## src/hdl/rrpc_pkg.sv

```systemverilog
// Shared types and constants for the round robin picker with cooldown.
// Used by the channel interfaces, the countdown bank, the top level and the checker.
// Depends on nothing.
package rrpc_pkg;

  // Sizing of the pool and of one countdown.
  localparam int MAX_ENTRIES = 16;
  localparam int TIMER_WIDTH = 16;
  localparam int IDX_W       = (MAX_ENTRIES > 1) ? $clog2(MAX_ENTRIES) : 1;
  localparam int CNT_W       = $clog2(MAX_ENTRIES + 1);

  // Fixed field widths of the request, the result and the registers.
  localparam int REQ_W   = 2;
  localparam int ENTRY_W = 4;
  localparam int PICK_W  = 4;
  localparam int POOL_W  = 5;
  localparam int COOL_W  = 16;

  localparam logic [COOL_W-1:0]      COOLDOWN_RESET = COOL_W'(60);
  localparam logic [TIMER_WIDTH-1:0] TIMER_MAX      = '1;

  // Configuration port.
  localparam int PADDR_W     = 3;
  localparam int PDATA_W     = 32;
  localparam int REG_SEL_BIT = 2;
  localparam logic REG_POOL_SIZE = 1'b0;
  localparam logic REG_COOLDOWN  = 1'b1;

  // Request codes.
  localparam logic [REQ_W-1:0] REQ_PICK = 2'd0;
  localparam logic [REQ_W-1:0] REQ_MARK = 2'd1;
  localparam logic [REQ_W-1:0] REQ_TICK = 2'd2;

  typedef enum logic [1:0] {
    ST_IDLE,
    ST_SCAN,
    ST_TICK,
    ST_EMIT
  } state_t;

  typedef enum logic [1:0] {
    BANK_NOP,
    BANK_LOAD,
    BANK_DEC
  } bank_op_t;

  // One command to the countdown bank per cycle.
  typedef struct packed {
    bank_op_t               op;
    logic [IDX_W-1:0]       idx;
    logic [TIMER_WIDTH-1:0] load;
  } bank_cmd_t;

endpackage

```

## src/hdl/rrpc_if.sv

```systemverilog
// Valid/ready channel interfaces for request words and result words.
// Depends on rrpc_pkg.
interface rrpc_req_if;
  import rrpc_pkg::*;
  logic               valid;
  logic               ready;
  logic [REQ_W-1:0]   req_type;
  logic [ENTRY_W-1:0] entry_index;
  modport source(output valid, output req_type, output entry_index, input ready);
  modport sink(input valid, input req_type, input entry_index, output ready);
endinterface

interface rrpc_res_if;
  import rrpc_pkg::*;
  logic              valid;
  logic              ready;
  logic              found;
  logic [PICK_W-1:0] picked_index;
  modport source(output valid, output found, output picked_index, input ready);
  modport sink(input valid, input found, input picked_index, output ready);
endinterface

```

## src/hdl/rrpc_cd_bank.sv

```systemverilog
// Bank of per-entry countdowns with one shared load/decrement unit and a zero test.
// Depends on rrpc_pkg.
module rrpc_cd_bank (
  input  logic               clk,
  input  logic               rst_n,
  input  rrpc_pkg::bank_cmd_t cmd,
  output logic               rd_zero
);
  import rrpc_pkg::*;

  logic [TIMER_WIDTH-1:0] cd_r [MAX_ENTRIES];
  logic [TIMER_WIDTH-1:0] sel_val;
  logic [TIMER_WIDTH-1:0] entry_nxt;
  logic                   wr_en;

  assign sel_val = cd_r[cmd.idx];
  assign rd_zero = (sel_val == '0);

  // The single arithmetic unit: load or saturating-at-zero decrement.
  always_comb begin
    entry_nxt = sel_val;
    wr_en     = 1'b0;
    case (cmd.op)
      BANK_LOAD: begin
        entry_nxt = cmd.load;
        wr_en     = 1'b1;
      end
      BANK_DEC: begin
        entry_nxt = sel_val - TIMER_WIDTH'(1);
        wr_en     = !rd_zero;
      end
      default: begin
        wr_en = 1'b0;
      end
    endcase
  end

  always_ff @(posedge clk) begin
    if (!rst_n) begin
      for (int i = 0; i < MAX_ENTRIES; i++) begin
        cd_r[i] <= '0;
      end
    end else if (wr_en) begin
      cd_r[cmd.idx] <= entry_nxt;
    end
  end

endmodule

```

## src/hdl/round_robin_picker_with_cooldown.sv

```systemverilog
// Pick: an empty pool gets none found via the emit state; else a scan tests one countdown per
// cycle until it finds a zero or has tested every entry in the pool (a cursor beyond a shrunken
// pool is first cut by one subtract a cycle), and ST_EMIT holds the result until output is free.
// A mark loads its countdown and leaves the request channel ready; a tick holds it busy while
// every countdown is decremented, one per cycle through the shared unit. One request at a time.
// Reset (rst_n low, synchronous) clears countdowns and cursor at once; no clearing pass.
module round_robin_picker_with_cooldown (
  input  logic                          clk,
  input  logic                          rst_n,
  rrpc_req_if.sink                      in_req,
  rrpc_res_if.source                    out_res,
  input  logic                          cfg_psel,
  input  logic                          cfg_penable,
  input  logic                          cfg_pwrite,
  input  logic [rrpc_pkg::PADDR_W-1:0]  cfg_paddr,
  input  logic [rrpc_pkg::PDATA_W-1:0]  cfg_pwdata,
  output logic [rrpc_pkg::PDATA_W-1:0]  cfg_prdata,
  output logic                          cfg_pready
);
  import rrpc_pkg::*;

  localparam int SZ_W  = (CNT_W > POOL_W) ? CNT_W : POOL_W;
  localparam int CMP_W = (CNT_W > ENTRY_W) ? CNT_W : ENTRY_W;
  localparam int LD_W  = (TIMER_WIDTH > COOL_W) ? TIMER_WIDTH : COOL_W;

  // Configuration registers.
  logic [POOL_W-1:0] pool_size_r, pool_size_nxt;
  logic [COOL_W-1:0] cooldown_r, cooldown_nxt;

  // Sequencer state.
  state_t            state_r, state_nxt;
  logic [CNT_W-1:0]  pos_r, pos_nxt;
  logic [CNT_W-1:0]  cnt_r, cnt_nxt;
  logic [IDX_W-1:0]  next_start_r, next_start_nxt;
  logic              res_found_r, res_found_nxt;
  logic [PICK_W-1:0] res_idx_r, res_idx_nxt;

  // Output register: lets a finished result wait while new requests are taken.
  logic              out_valid_r, out_valid_nxt;
  logic              out_found_r, out_found_nxt;
  logic [PICK_W-1:0] out_idx_r, out_idx_nxt;

  logic                   cfg_wr;
  logic                   reg_sel;
  logic [SZ_W-1:0]        pool_ext;
  logic [SZ_W-1:0]        size_clip;
  logic [CNT_W-1:0]       size;
  logic [LD_W-1:0]        load_ext;
  logic [TIMER_WIDTH-1:0] load_val;
  logic                   in_fire;
  logic                   entry_in_pool;
  logic [CNT_W-1:0]       pos_inc;
  logic [CNT_W-1:0]       pos_wrap;
  logic                   bank_zero;
  bank_cmd_t              bank_cmd;

  // APB-style register access; pready is tied high, so no access is held in wait states.
  assign cfg_pready = 1'b1;
  assign cfg_wr     = cfg_psel && cfg_penable && cfg_pwrite && cfg_pready;
  assign reg_sel    = cfg_paddr[REG_SEL_BIT];

  always_comb begin
    cfg_prdata = '0;
    case (reg_sel)
      REG_POOL_SIZE: cfg_prdata = PDATA_W'(pool_size_r);
      REG_COOLDOWN:  cfg_prdata = PDATA_W'(cooldown_r);
      default:       cfg_prdata = '0;
    endcase
  end

  // The pool never grows past the storage, and a load too large for a countdown saturates.
  assign pool_ext  = SZ_W'(pool_size_r);
  assign size_clip = (pool_ext > SZ_W'(MAX_ENTRIES)) ? SZ_W'(MAX_ENTRIES) : pool_ext;
  assign size      = CNT_W'(size_clip);
  assign load_ext  = LD_W'(cooldown_r);
  assign load_val  = (load_ext > LD_W'(TIMER_MAX)) ? TIMER_MAX : TIMER_WIDTH'(load_ext);

  assign in_req.ready  = (state_r == ST_IDLE);
  assign in_fire       = in_req.valid && in_req.ready;
  assign entry_in_pool = CMP_W'(in_req.entry_index) < CMP_W'(size);

  // The scan position never reaches MAX_ENTRIES + 1, so the increment cannot overflow.
  assign pos_inc  = pos_r + CNT_W'(1);
  assign pos_wrap = (pos_inc == size) ? '0 : pos_inc;

  assign out_res.valid        = out_valid_r;
  assign out_res.found        = out_found_r;
  assign out_res.picked_index = out_idx_r;

  rrpc_cd_bank u_bank (
    .clk     (clk),
    .rst_n   (rst_n),
    .cmd     (bank_cmd),
    .rd_zero (bank_zero)
  );

  always_comb begin
    state_nxt      = state_r;
    pos_nxt        = pos_r;
    cnt_nxt        = cnt_r;
    next_start_nxt = next_start_r;
    res_found_nxt  = res_found_r;
    res_idx_nxt    = res_idx_r;
    out_valid_nxt  = out_valid_r;
    out_found_nxt  = out_found_r;
    out_idx_nxt    = out_idx_r;
    pool_size_nxt  = pool_size_r;
    cooldown_nxt   = cooldown_r;
    bank_cmd.op    = BANK_NOP;
    bank_cmd.idx   = pos_r[IDX_W-1:0];
    bank_cmd.load  = load_val;

    if (cfg_wr) begin
      case (reg_sel)
        REG_POOL_SIZE: pool_size_nxt = cfg_pwdata[POOL_W-1:0];
        REG_COOLDOWN:  cooldown_nxt  = cfg_pwdata[COOL_W-1:0];
        default:       ;
      endcase
    end

    if (out_valid_r && out_res.ready) begin
      out_valid_nxt = 1'b0;
    end

    case (state_r)
      ST_IDLE: begin
        if (in_fire) begin
          case (in_req.req_type)
            REQ_PICK: begin
              if (size == '0) begin
                // Empty pool: answer none found right away.
                res_found_nxt = 1'b0;
                res_idx_nxt   = '0;
                state_nxt     = ST_EMIT;
              end else begin
                pos_nxt   = CNT_W'(next_start_r);
                cnt_nxt   = '0;
                state_nxt = ST_SCAN;
              end
            end
            REQ_MARK: begin
              if (entry_in_pool) begin
                bank_cmd.op  = BANK_LOAD;
                bank_cmd.idx = IDX_W'(in_req.entry_index);
              end
            end
            REQ_TICK: begin
              pos_nxt   = '0;
              state_nxt = ST_TICK;
            end
            default: ;
          endcase
        end
      end

      ST_SCAN: begin
        if (pos_r >= size) begin
          // The pool shrank below the cursor: reduce it modulo the size, one subtract a cycle.
          pos_nxt = pos_r - size;
        end else if (bank_zero) begin
          res_found_nxt  = 1'b1;
          res_idx_nxt    = PICK_W'(pos_r);
          next_start_nxt = IDX_W'(pos_wrap);
          state_nxt      = ST_EMIT;
        end else if (cnt_r == size - CNT_W'(1)) begin
          // Every entry in the pool is cooling; the cursor stays where it was.
          res_found_nxt = 1'b0;
          res_idx_nxt   = '0;
          state_nxt     = ST_EMIT;
        end else begin
          cnt_nxt = cnt_r + CNT_W'(1);
          pos_nxt = pos_wrap;
        end
      end

      ST_TICK: begin
        // All entries count down, including those outside the pool.
        bank_cmd.op = BANK_DEC;
        if (pos_r == CNT_W'(MAX_ENTRIES - 1)) begin
          state_nxt = ST_IDLE;
        end else begin
          pos_nxt = pos_inc;
        end
      end

      ST_EMIT: begin
        if (!out_valid_r || out_res.ready) begin
          out_valid_nxt = 1'b1;
          out_found_nxt = res_found_r;
          out_idx_nxt   = res_idx_r;
          state_nxt     = ST_IDLE;
        end
      end

      default: begin
        state_nxt = ST_IDLE;
      end
    endcase
  end

  always_ff @(posedge clk) begin
    if (!rst_n) begin
      state_r      <= ST_IDLE;
      next_start_r <= '0;
      out_valid_r  <= 1'b0;
      pool_size_r  <= '0;
      cooldown_r   <= COOLDOWN_RESET;
    end else begin
      state_r      <= state_nxt;
      next_start_r <= next_start_nxt;
      out_valid_r  <= out_valid_nxt;
      pool_size_r  <= pool_size_nxt;
      cooldown_r   <= cooldown_nxt;
    end
  end

  always_ff @(posedge clk) begin
    pos_r       <= pos_nxt;
    cnt_r       <= cnt_nxt;
    res_found_r <= res_found_nxt;
    res_idx_r   <= res_idx_nxt;
    out_found_r <= out_found_nxt;
    out_idx_r   <= out_idx_nxt;
  end

endmodule

```

## src/flat_wrapper.sv

```systemverilog
// flat-port wrapper written by rule: the top's interface ports become plain ports
module round_robin_picker_with_cooldown_flat import rrpc_pkg::*;
  (clk, rst_n, cfg_psel, cfg_penable, cfg_pwrite, cfg_paddr, cfg_pwdata, cfg_prdata, cfg_pready, in_req_valid, in_req_req_type, in_req_entry_index, in_req_ready, out_res_valid, out_res_found, out_res_picked_index, out_res_ready);
  rrpc_req_if in_req_i ();
  rrpc_res_if out_res_i ();
  input  logic clk;
  input  logic rst_n;
  input  logic cfg_psel;
  input  logic cfg_penable;
  input  logic cfg_pwrite;
  input  logic [rrpc_pkg::PADDR_W-1:0] cfg_paddr;
  input  logic [rrpc_pkg::PDATA_W-1:0] cfg_pwdata;
  output logic [rrpc_pkg::PDATA_W-1:0] cfg_prdata;
  output logic cfg_pready;
  input wire logic [$bits(in_req_i.valid)-1:0] in_req_valid;
  input wire logic [$bits(in_req_i.req_type)-1:0] in_req_req_type;
  input wire logic [$bits(in_req_i.entry_index)-1:0] in_req_entry_index;
  output wire logic [$bits(in_req_i.ready)-1:0] in_req_ready;
  output wire logic [$bits(out_res_i.valid)-1:0] out_res_valid;
  output wire logic [$bits(out_res_i.found)-1:0] out_res_found;
  output wire logic [$bits(out_res_i.picked_index)-1:0] out_res_picked_index;
  input wire logic [$bits(out_res_i.ready)-1:0] out_res_ready;
  assign in_req_i.valid = in_req_valid;
  assign in_req_i.req_type = in_req_req_type;
  assign in_req_i.entry_index = in_req_entry_index;
  assign in_req_ready = in_req_i.ready;
  assign out_res_valid = out_res_i.valid;
  assign out_res_found = out_res_i.found;
  assign out_res_picked_index = out_res_i.picked_index;
  assign out_res_i.ready = out_res_ready;
  round_robin_picker_with_cooldown u_core (.clk(clk), .rst_n(rst_n), .in_req(in_req_i), .out_res(out_res_i), .cfg_psel(cfg_psel), .cfg_penable(cfg_penable), .cfg_pwrite(cfg_pwrite), .cfg_paddr(cfg_paddr), .cfg_pwdata(cfg_pwdata), .cfg_prdata(cfg_prdata), .cfg_pready(cfg_pready));
endmodule
```

## config.mk

```make
export PLATFORM = sky130hd
export DESIGN_NAME = round_robin_picker_with_cooldown_flat
export DESIGN_NICKNAME = d
export VERILOG_FILES = /design/src/hdl/rrpc_pkg.sv /design/src/hdl/rrpc_if.sv /design/src/hdl/rrpc_cd_bank.sv /design/src/hdl/round_robin_picker_with_cooldown.sv /design/src/flat_wrapper.sv
export SDC_FILE = /design/constraint.sdc
export NUM_CORES = 1
export LEC_CHECK = 0
export BUFFER_PORTS_ARGS = -buffer_cell sky130_fd_sc_hd__buf_2
export CORE_ASPECT_RATIO = 1.25
export CORE_MARGIN = 2
export CORE_UTILIZATION = 50
export CTS_BUF_LIST = sky130_fd_sc_hd__clkbuf_8
export CTS_CLUSTER_DIAMETER = 30
export DETAILED_ROUTE_END_ITERATION = 6
export PLACE_DENSITY_LB_ADDON = 0.1
export SYNTH_ARGS = -nofsm -noshare
export SYNTH_HDL_FRONTEND = slang
export SYNTH_HIERARCHICAL = 1
export SYNTH_SLANG_ARGS = --single-unit
```

## constraint.sdc

```tcl
create_clock -name clk -period 12 [get_ports clk]
set_input_delay 0.6 -clock clk [delete_from_list [all_inputs] [get_ports clk]]
set_output_delay 0.6 -clock clk [all_outputs]
set_load 0.005 [all_outputs]
```

======== Word level (Yosys, flattened, before mapping) ========
Memories as Yosys holds them, arrays and structs flattened.
Cells that the tools add are included.
operators by class
  add/subtract/negate cells ............... 5
  order comparisons ....................... 4
  equality and inequality tests ........... 25
  mux-type cells .......................... 59
  bitwise operators ....................... 2
  reductions and logical operators ........ 22
operators by type and width
  cell                                                    number
  two-way mux 5 bit                                       15
  case mux 32 bit (2 select lines)                        1
  two-way mux 16 bit                                      2
  two-way mux 4 bit                                       8
  case mux 16 bit (2 select lines)                        1
  case mux 5 bit (2 select lines)                         2
  greater-than comparator 16 bit (second input constant)  1
  logical NOT 16 bit                                      1
  != test 2 bit (second input constant)                   8
  OR reduction 16 bit                                     1
  subtractor 16 x 1 -> 16 bit (second input constant)     1
  case mux 5 bit (3 select lines)                         1
  two-way mux 1 bit                                       14
  two-way mux 2 bit                                       7
  AND reduction 7 bit                                     2
  two-way mux 6 bit                                       2
  AND reduction 6 bit                                     2
  adder 5 x 1 -> 5 bit (second input constant)            2
  == test 5 bit                                           2
  != test 3 x 2 -> 1 bit (second input constant)          3
  == test 2 bit (second input constant)                   4
  case mux 2 bit (2 select lines)                         2
  case mux 2 bit (4 select lines)                         1
  case mux 4 bit (2 select lines)                         1
  other kinds (20)                                        33
word-level totals
  flip-flop bits (word level) ............. 48
  bits in writable memories ............... 256
  bits of input ports ..................... 48
  logic and storage cells ................. 129
  memories kept ........................... 1
memory list
  name                depth  width  read ports  clocked after memory_dff  wr ports  RTL line            RTL
  u_core.u_bank.cd_r  16     16     1           0                         16        rrpc_cd_bank.sv:11  logic [TIMER_WIDTH-1:0] cd_r [MAX_ENTRIES];

======== Logic depth before layout (Yosys ltp) ========
Gate-level depths: netlist of the first run.
An unclocked memory read counts as a cell.
  depth in word-level cells ............... 16
  depth in mapped cells ................... 23
  gate-level depth less buffers ........... 19

======== Modules after synthesis ========
Netlist of the first run, hierarchy kept.
modules (own cells, without submodules)
  module                            instances  cells an instance  area each (µm²)
  rrpc_cd_bank                      1          826                11802.6
  round_robin_picker_with_cooldown  1          316                2951.6

======== Worst setup path before layout of the first run ========
OpenSTA, ideal clock, no wires.
  path type ............................... in2reg
  from .................................... in in_req_entry_index[0]
  to ...................................... mem u_core.u_bank.cd_r[10][12] (data pin)
  setup time .............................. 0.265 ns
  arrival time ............................ 5.426 ns
  data required time ...................... 11.735 ns
  slack ................................... 6.309 ns
  stages on the path ...................... 20
  cells stage by stage .................... or3b_1 -> a21o_1 -> a21o_1 -> a21oi_1 -> o21ai_2 -> mux2_2 -> buf_6 -> buf_6 -> buf_4 -> buf_6 -> mux4_2 -> a22o_1 -> nor2_1 -> ha_1 -> nand3_1 -> nor4_4 -> mux2_1 -> a222oi_1 -> clkbuf_1 -> nor2_1
RTL lines
  item                RTL line            RTL
  start: declaration  flat_wrapper.sv:17  input wire logic [$bits(in_req_i.entry_index)-1:0] in_req_entry_index;
  end: declaration    rrpc_cd_bank.sv:11

==> results of run 1 <==
-- per-stage QoR --
| stage | hold slack (ns) | instance area, µm² | instances |
|---|---|---|---|
| detailed placement | 0.408 | 15400 | 1544 |
| global route | 0.219 | 16500 | 1649 |
| CTS | 0.188 | 16500 | 1649 |
| finish | 0.214 | 16500 | 1649 |
| global placement | 0.404 | 15400 | 1544 |
| floorplan | 0.400 | 14800 | 1157 |
-- layout by cell type (no fill, tap or decap), types with 19 or more instances in the layout --
cell type,netlist,routed
ha_1,20,20
mux4_2,67,67
nor2_1,271,271
buf_4,18,37
dfxtp_1,28,28
a22oi_1,19,19
buf_2,24,52
edfxtp_1,276,276
nand2_1,90,90
clkbuf_8,0,56
inv_1,17,27
-- critical path: cells and delay by family (launching register included) --
family	cells	cell delay [ns]
simple gates	5	2.07
compound gates	7	1.64
mux	2	1.29
buf+inv	3	1.15
flops	1	0.51
fa+ha+maj	1	0.28
-- logic make-up (layout without fill, tap and decap cells) --
family / Yosys count / after routing / share of synthesized area, %
compound gates: 132 / 132 / 7.56
xor+xnor: 16 / 16 / 0.950
fa+ha+maj: 21 / 21 / 1.83
buf+inv: 116 / 212 / 4.02
flops: 304 / 304 / 60.0
mux: 88 / 88 / 11.7
other cells: 2 / 17 / 0.0509
simple gates: 463 / 463 / 13.9
-- worst paths after layout --
check | start | end | depth (start not counted)
worst max-delay path | u_core/pool_ext[4] | u_core/u_bank/cd_r[2][15] | 18
worst max register to register | u_core/pool_ext[4] | u_core/u_bank/cd_r[2][15] | 18
worst min register to register | u_core/res_found_r | u_core/out_res.found | 0
worst min-delay path | cfg_pwdata[5] | u_core/cooldown_r[5] | 3
-- cell type report --
type / instances / area (µm²)
multi-input combinational: 737 / 5400
tap: 396 / 495
inverter: 18 / 67.6
sequential: 304 / 8850
clock buffer: 56 / 771
fill: 2456 / 12600
timing repair buffer: 89 / 538
clock inverter: 49 / 405
-- report_power, final --
part	switching (mW)	leakage, nW	internal [mW]
Clock	0.452	0.615	0.574
Sequential	0.0357	3.06	1.22
Combinational	1.03	2.34	0.522
-- routing by layer --
layer	up-vias	global-route usage, %	part of all wire, %
met3	77	4.29	5.3
met2	289	42.4	50
met4	0	11.2	4.4
li1	4311	-	-
met5	-	0	0
met1	4712	30.5	40
-- registers in the layout (all words and copies together), names as in the netlist --
signal	cells
u_core/pool_ext	5
u_core/res_found_r	1
u_core/out_res.picked_index	4
u_core/cnt_r	5
u_core/out_res.valid	1
u_core/out_res.found	1
u_core/pos_r	5
u_core/state_r	2
u_core/cooldown_r	16
u_core/u_bank/cd_r	256
u_core/res_idx_r	4
u_core/next_start_r	4
==> flow_summary_export.csv, run 1 <==
group,metric,value,unit
global_routing,grt_pass1_wl,55.9,mm
routing,detail_route.first_pass.iterations,5,
synth,synth.lib_cells_used.distinct,76,
clock_tree,clk_pin_slew,0.05,ns
synth,number_of_storage_elements_in_the_synthesis_netlist,304,
placement,detailedPlacementHpwl,24.0,mm
timing,final_worst_clock_skew,0.0275,ns
power,finalPower,3.84,mW
floorplan,start_util,50.6,%
clock_tree,ctsRootBufferMaster,"clkbuf_8",
placement,dpl_worst_slack,4.47,ns
synth,synthTopCellsByCount,"edfxtp_1, nor2_1, nand2_1",
global_routing,largest_net_degree_at_the_start_of_global_routing,48,
synth,synth.avg_cell_area,12.9,µm²
clock_tree,clk-insertion-delay-late,0.62,ns
setup_path,worstSetupEndpointType,"flop",
floorplan,die-area,30900,µm²
layout,final_core_util,56.7,%
global_routing,grt_usage,24.7,%
clock_tree,cts_max_path_buffers,3,
setup_path,worst_ep_required_time,12.12,ns
timing,grt_setup_unrepaired,"no",
setup_path,crit_path_start_kind,"flop",
synth,synth-seq-area-share,60.0,%
floorplan,die_w,158,µm
status,run_status,"complete, no violations",
hold_path,min-delay-path-class,"in -> reg",
synth,synth_area_leader_cell,"edfxtp_1",
routing,finalWirelength,37.7,mm
synth,yosysWarningCount,6,
synth,synth.cell_area,14800,µm²
clock_tree,cts_sink_count,304,
power,leakage,6.01,nW
setup_path,crit_top_cell,"nand2_1",
clock_tree,tritoncts,"built",
timing,setup_total_negative_slack,0,ns
routing,avgViaCountPerCell,5.69,
global_routing,number_of_global_route_vias_before_repair,9481,
layout,num_antenna_cells,0,
floorplan,die_y,196,µm
global_routing,overflow,0,
floorplan,coreArea,29200,µm²
floorplan,placementRows,70,
synth,synth-edff-count,276,
synth,synthArstFlopShare,0,%
floorplan,io-pin-count,88,
global_routing,antenna_found_initial,0,
routing,detail_route.drc_violations,0,
timing,timing.final.max_slew_violations,0,
clock_tree,clock_tree.htree_level_count,2,
timing,final.min_clock_period,7.53,ns
timing,final_min_period_over_clock_period,62.7,%
timing,maxClockFrequency,133,MHz
timing,setup_viol,0,
clock_tree,total_setup_buffers_inserted_after_cts,0,
synth,synth_most_common_cell,"edfxtp_1",
routing,dr.first_iter.drc_count,753,
timing,final_hold_fails,0,
layout,drive_above_1_share,24.0,%
setup_path,cp.arrival,7.65,ns
timing,setup_slack,4.47,ns
layout,layout.nets,1275,
synth,yosysTopAreaCellShare,56.2,%
power,p_per_area,232,nW/µm²
setup_path,timing.critical_path.slowest_stage_cell,"buf_4",
timing,timing.max_slew.rel_slack,19.4,%
routing,via_count,9389,
routing,antenna_violating_nets_post_route,0,
setup_path,rrSetupSlack,4.47,ns
timing,worst_pin_slew,1.20,ns
synth,synthCells,1142,
synth,netlist_top_cells_area,"edfxtp_1, mux4_2, nor2_1",
setup_path,worst-path-max-fanout,36,
clock_tree,ctsHoldBuffers,0,
layout,syn2layout_area_growth,12.0,%
placement,gpl.final_weighted_congestion,0.844,
synth,ys_dominant_reg_cell,"edfxtp_1",
power,ir_drop,0.000115,V
job,maxcap_violations,0,
setup_path,critical_path_class,"reg -> reg",
placement,io_buffer_count,52,
clock_tree,cts-buffers-inserted,56,
routing,routed_wire_length_per_instance,22.9,µm
setup_path,cp_cell_sequence,"inv_2 -> nand2_1 -> ha_1 -> a21o_1 -> a21o_1 -> a21oi_1 -> o21ai_2 -> mux2_4 -> buf_4 -> mux4_2 -> a22oi_1 -> nand2_1 -> or4b_4 -> nor4_4 -> a211oi_2 -> o211ai_2 -> buf_4 -> nand2_1",
clock_tree,ctsResizeCount,0,
setup_path,critical_path.max_stage_delay,0.71,ns
Note: power is estimated with default switching activity, not from simulation.
==> run 2, diff against run 1 <==
- clock period: 12 -> 6.1 ns (I/O delays scaled with it)
==> flow_summary_export.csv, run 2 (synthesis gave the netlist of run 1 again) <==
group,metric,value,unit
hold_path,min-delay-path-class,"in -> reg",
clock_tree,ctsRootBufferMaster,"clkbuf_8",
timing,final_min_period_over_clock_period,93.6,%
clock_tree,tritoncts,"built",
global_routing,gr-usage-met2,44.4,%
global_routing,grt_pass1_wl,59.2,mm
hold_path,worstHoldEndpoint,"u_core/cooldown_r[2]",
layout,max_reg_flops,256,
global_routing,antenna_found_initial,1,
routing,dr.first_iter.drc_count,837,
timing,worst_pin_slew,1.23,ns
setup_path,critical_path_class,"reg -> reg",
timing,final_hold_fails,0,
placement,gpl.final_weighted_congestion,0.883,
routing,via_count,9896,
job,maxcap_violations,0,
layout,drive_above_1_share,28.4,%
clock_tree,cts-buffers-inserted,57,
layout,syn2layout_area_growth,18.0,%
global_routing,top_usage_layer,"met2",
global_routing,grt_util_met1,33.6,%
placement,io_buffer_count,52,
floorplan,die_w,158,µm
hold_path,timing.hold.worst.start,"rst_n",
power,leakage,6.54,nW
clock_tree,clk-insertion-delay-late,0.62,ns
setup_path,crit_path_start_kind,"flop",
timing,timing.max_slew.rel_slack,18.1,%
setup_path,rrSetupSlack,0.39,ns
setup_path,reg2reg_depth,18,
global_routing,largest_net_degree_at_the_start_of_global_routing,33,
clock_tree,total_setup_buffers_inserted_after_cts,0,
layout,layout.nets,1381,
floorplan,die-area,30900,µm²
floorplan,placementRows,70,
floorplan,start_util,50.6,%
routing,routed_wire_length_per_instance,22.5,µm
global_routing,number_of_global_route_vias_before_repair,9937,
floorplan,coreArea,29200,µm²
timing,setup_viol,0,
layout,reg_top3,"u_core/u_bank/cd_r: 256 flops, u_core/cooldown_r: 16 flops",
timing,setup_total_negative_slack,0,ns
power,ir_drop,0.000256,V
clock_tree,clock_tree.htree_level_count,2,
setup_path,cp_cell_sequence,"inv_2 -> nand2_1 -> ha_1 -> a21o_1 -> a21o_1 -> a21oi_1 -> o21ai_2 -> mux2_8 -> buf_4 -> mux4_2 -> a22oi_1 -> nand2_1 -> or4b_4 -> nor4_4 -> mux2_1 -> a222oi_1 -> buf_4 -> nor2_1",
floorplan,io-pin-count,88,
clock_tree,cts_max_path_buffers,3,
power,switching_share,38.8,%
setup_path,reg2reg_to,"u_core/u_bank/cd_r[7][12]",
timing,finalHoldWorstSlack,0.0546,ns
clock_tree,cts_sink_count,304,
setup_path,rr_startpoint,"u_core/pool_ext[4]",
setup_path,cp.arrival,6.07,ns
global_routing,grt_usage,26.0,%
power,internal_power,4.90,mW
setup_path,worst-path-max-fanout,21,
floorplan,die_y,196,µm
setup_path,critical_path.max_stage_delay,0.56,ns
placement,detailedPlacementHpwl,27.1,mm
power,p_sw,3.11,mW
layout,mostFrequentLayoutCells,"edfxtp_1, nor2_1, buf_4, nand2_1, mux4_2",
global_routing,overflow,0,
routing,detail_route.drc_violations,0,
clock_tree,clk_pin_slew,0.06,ns
timing,maxClockFrequency,175,MHz
timing,grt_setup_unrepaired,"no",
routing,antenna_violating_nets_post_route,0,
status,run_status,"complete, no violations",
timing,final.min_clock_period,5.71,ns
timing,final_worst_clock_skew,0.0222,ns
power,power_frac_comb,43.2,%
timing,timing.final.max_slew_violations,0,
placement,dpl_worst_slack,0.303,ns
routing,finalWirelength,39.5,mm
routing,detail_route.first_pass.iterations,6,
power,p_per_area,460,nW/µm²
layout,top_register,"u_core/u_bank/cd_r",
setup_path,worst_ep_required_time,6.46,ns
hold_path,worstHoldPathCells,2,
global_routing,grt_use_met3,3.93,%
setup_path,worstSetupEndpointType,"flop",
layout,final_common_cell,"edfxtp_1",
routing,avgViaCountPerCell,5.65,
timing,setup_slack,0.388,ns
power,share_of_total_power_in_the_clock_network,25.9,%
setup_path,timing.critical_path.slowest_stage_cell,"mux4_2",
power,p_seq_share,30.8,%
## run 2: cell type report
type / count / area [µm²]
multi-input cells: 737 / 5410
inverters: 18 / 67.6
flip-flops and latches: 304 / 8850
clock buffers: 59 / 812
well taps: 396 / 495
clock inverters: 44 / 393
fillers: 2422 / 11800
diodes: 1 / 2.50
repair buffers: 194 / 1390
## run 2: repair_timing
| action | in CTS | in global routing |
|---|---|---|
| gates resized for setup | 0 | 1 |
| setup endpoints to repair | 0 | 1 |
| hold buffers | 16 | 0 |
| endpoints found under the hold margin | 20 | 0 |
## run 2: worst max-delay path by stage
stage / from / endpoint / cells past startpoint
detailed placement: u_core/pool_ext[4] / u_core/u_bank/cd_r[2][12] / 18
global placement: u_core/pool_ext[4] / u_core/u_bank/cd_r[1][12] / 19
floorplan: u_core/pool_ext[4] / u_core/u_bank/cd_r[10][12] / 22
finish: u_core/pool_ext[4] / u_core/u_bank/cd_r[7][12] / 18
global route: u_core/pool_ext[4] / u_core/next_start_r[0] / 19
CTS: u_core/pool_ext[4] / u_core/u_bank/cd_r[2][12] / 18
## run 2: power groups by stage
| stage | Combinational [mW] | Clock [mW] | Sequential [mW] |
|---|---|---|---|
| floorplan | 2.16 | 0 | 2.49 |
| global placement | 3.41 | 0 | 2.51 |
| detailed placement | 3.42 | 0 | 2.51 |
| CTS | 3.44 | 2.12 | 2.47 |
| global route | 3.67 | 2.20 | 2.48 |
| finish | 3.46 | 2.08 | 2.47 |
## run 2: worst max-delay path, delay by kind of cell (launching register included)
kind | cells | cell delay, ns
multiplexers | 3 | 1.37
buffers and inverters | 3 | 0.58
adder cells (fa/ha/maj) | 1 | 0.23
AND/OR/NAND/NOR | 5 | 1.24
AO/OA/AOI/OAI | 6 | 1.49
flip-flops | 1 | 0.50
## run 2: metal layers
layer / routed length [µm] / share of wire [%] / vias to the layer above
li1: - / - / 4513
met3: 2350 / 5.9 / 75
met4: 1320 / 3.3 / 0
met5: 0 / 0 / -
met1: 15800 / 40 / 4930
met2: 20000 / 51 / 378
## run 2: metrics by stage
| stage | total power [mW] | cell area (µm²) | util [%] | cells |
|---|---|---|---|---|
| after detailed placement | 5.93 | 16000 | 55.0 | 1633 |
| after global routing | 8.35 | 17400 | 59.7 | 1753 |
| after global placement | 5.92 | 16000 | 55.0 | 1633 |
| after CTS | 8.03 | 17400 | 59.7 | 1752 |
| after floorplan | 4.64 | 14800 | - | 1157 |
| final | 8.01 | 17400 | 59.7 | 1753 |
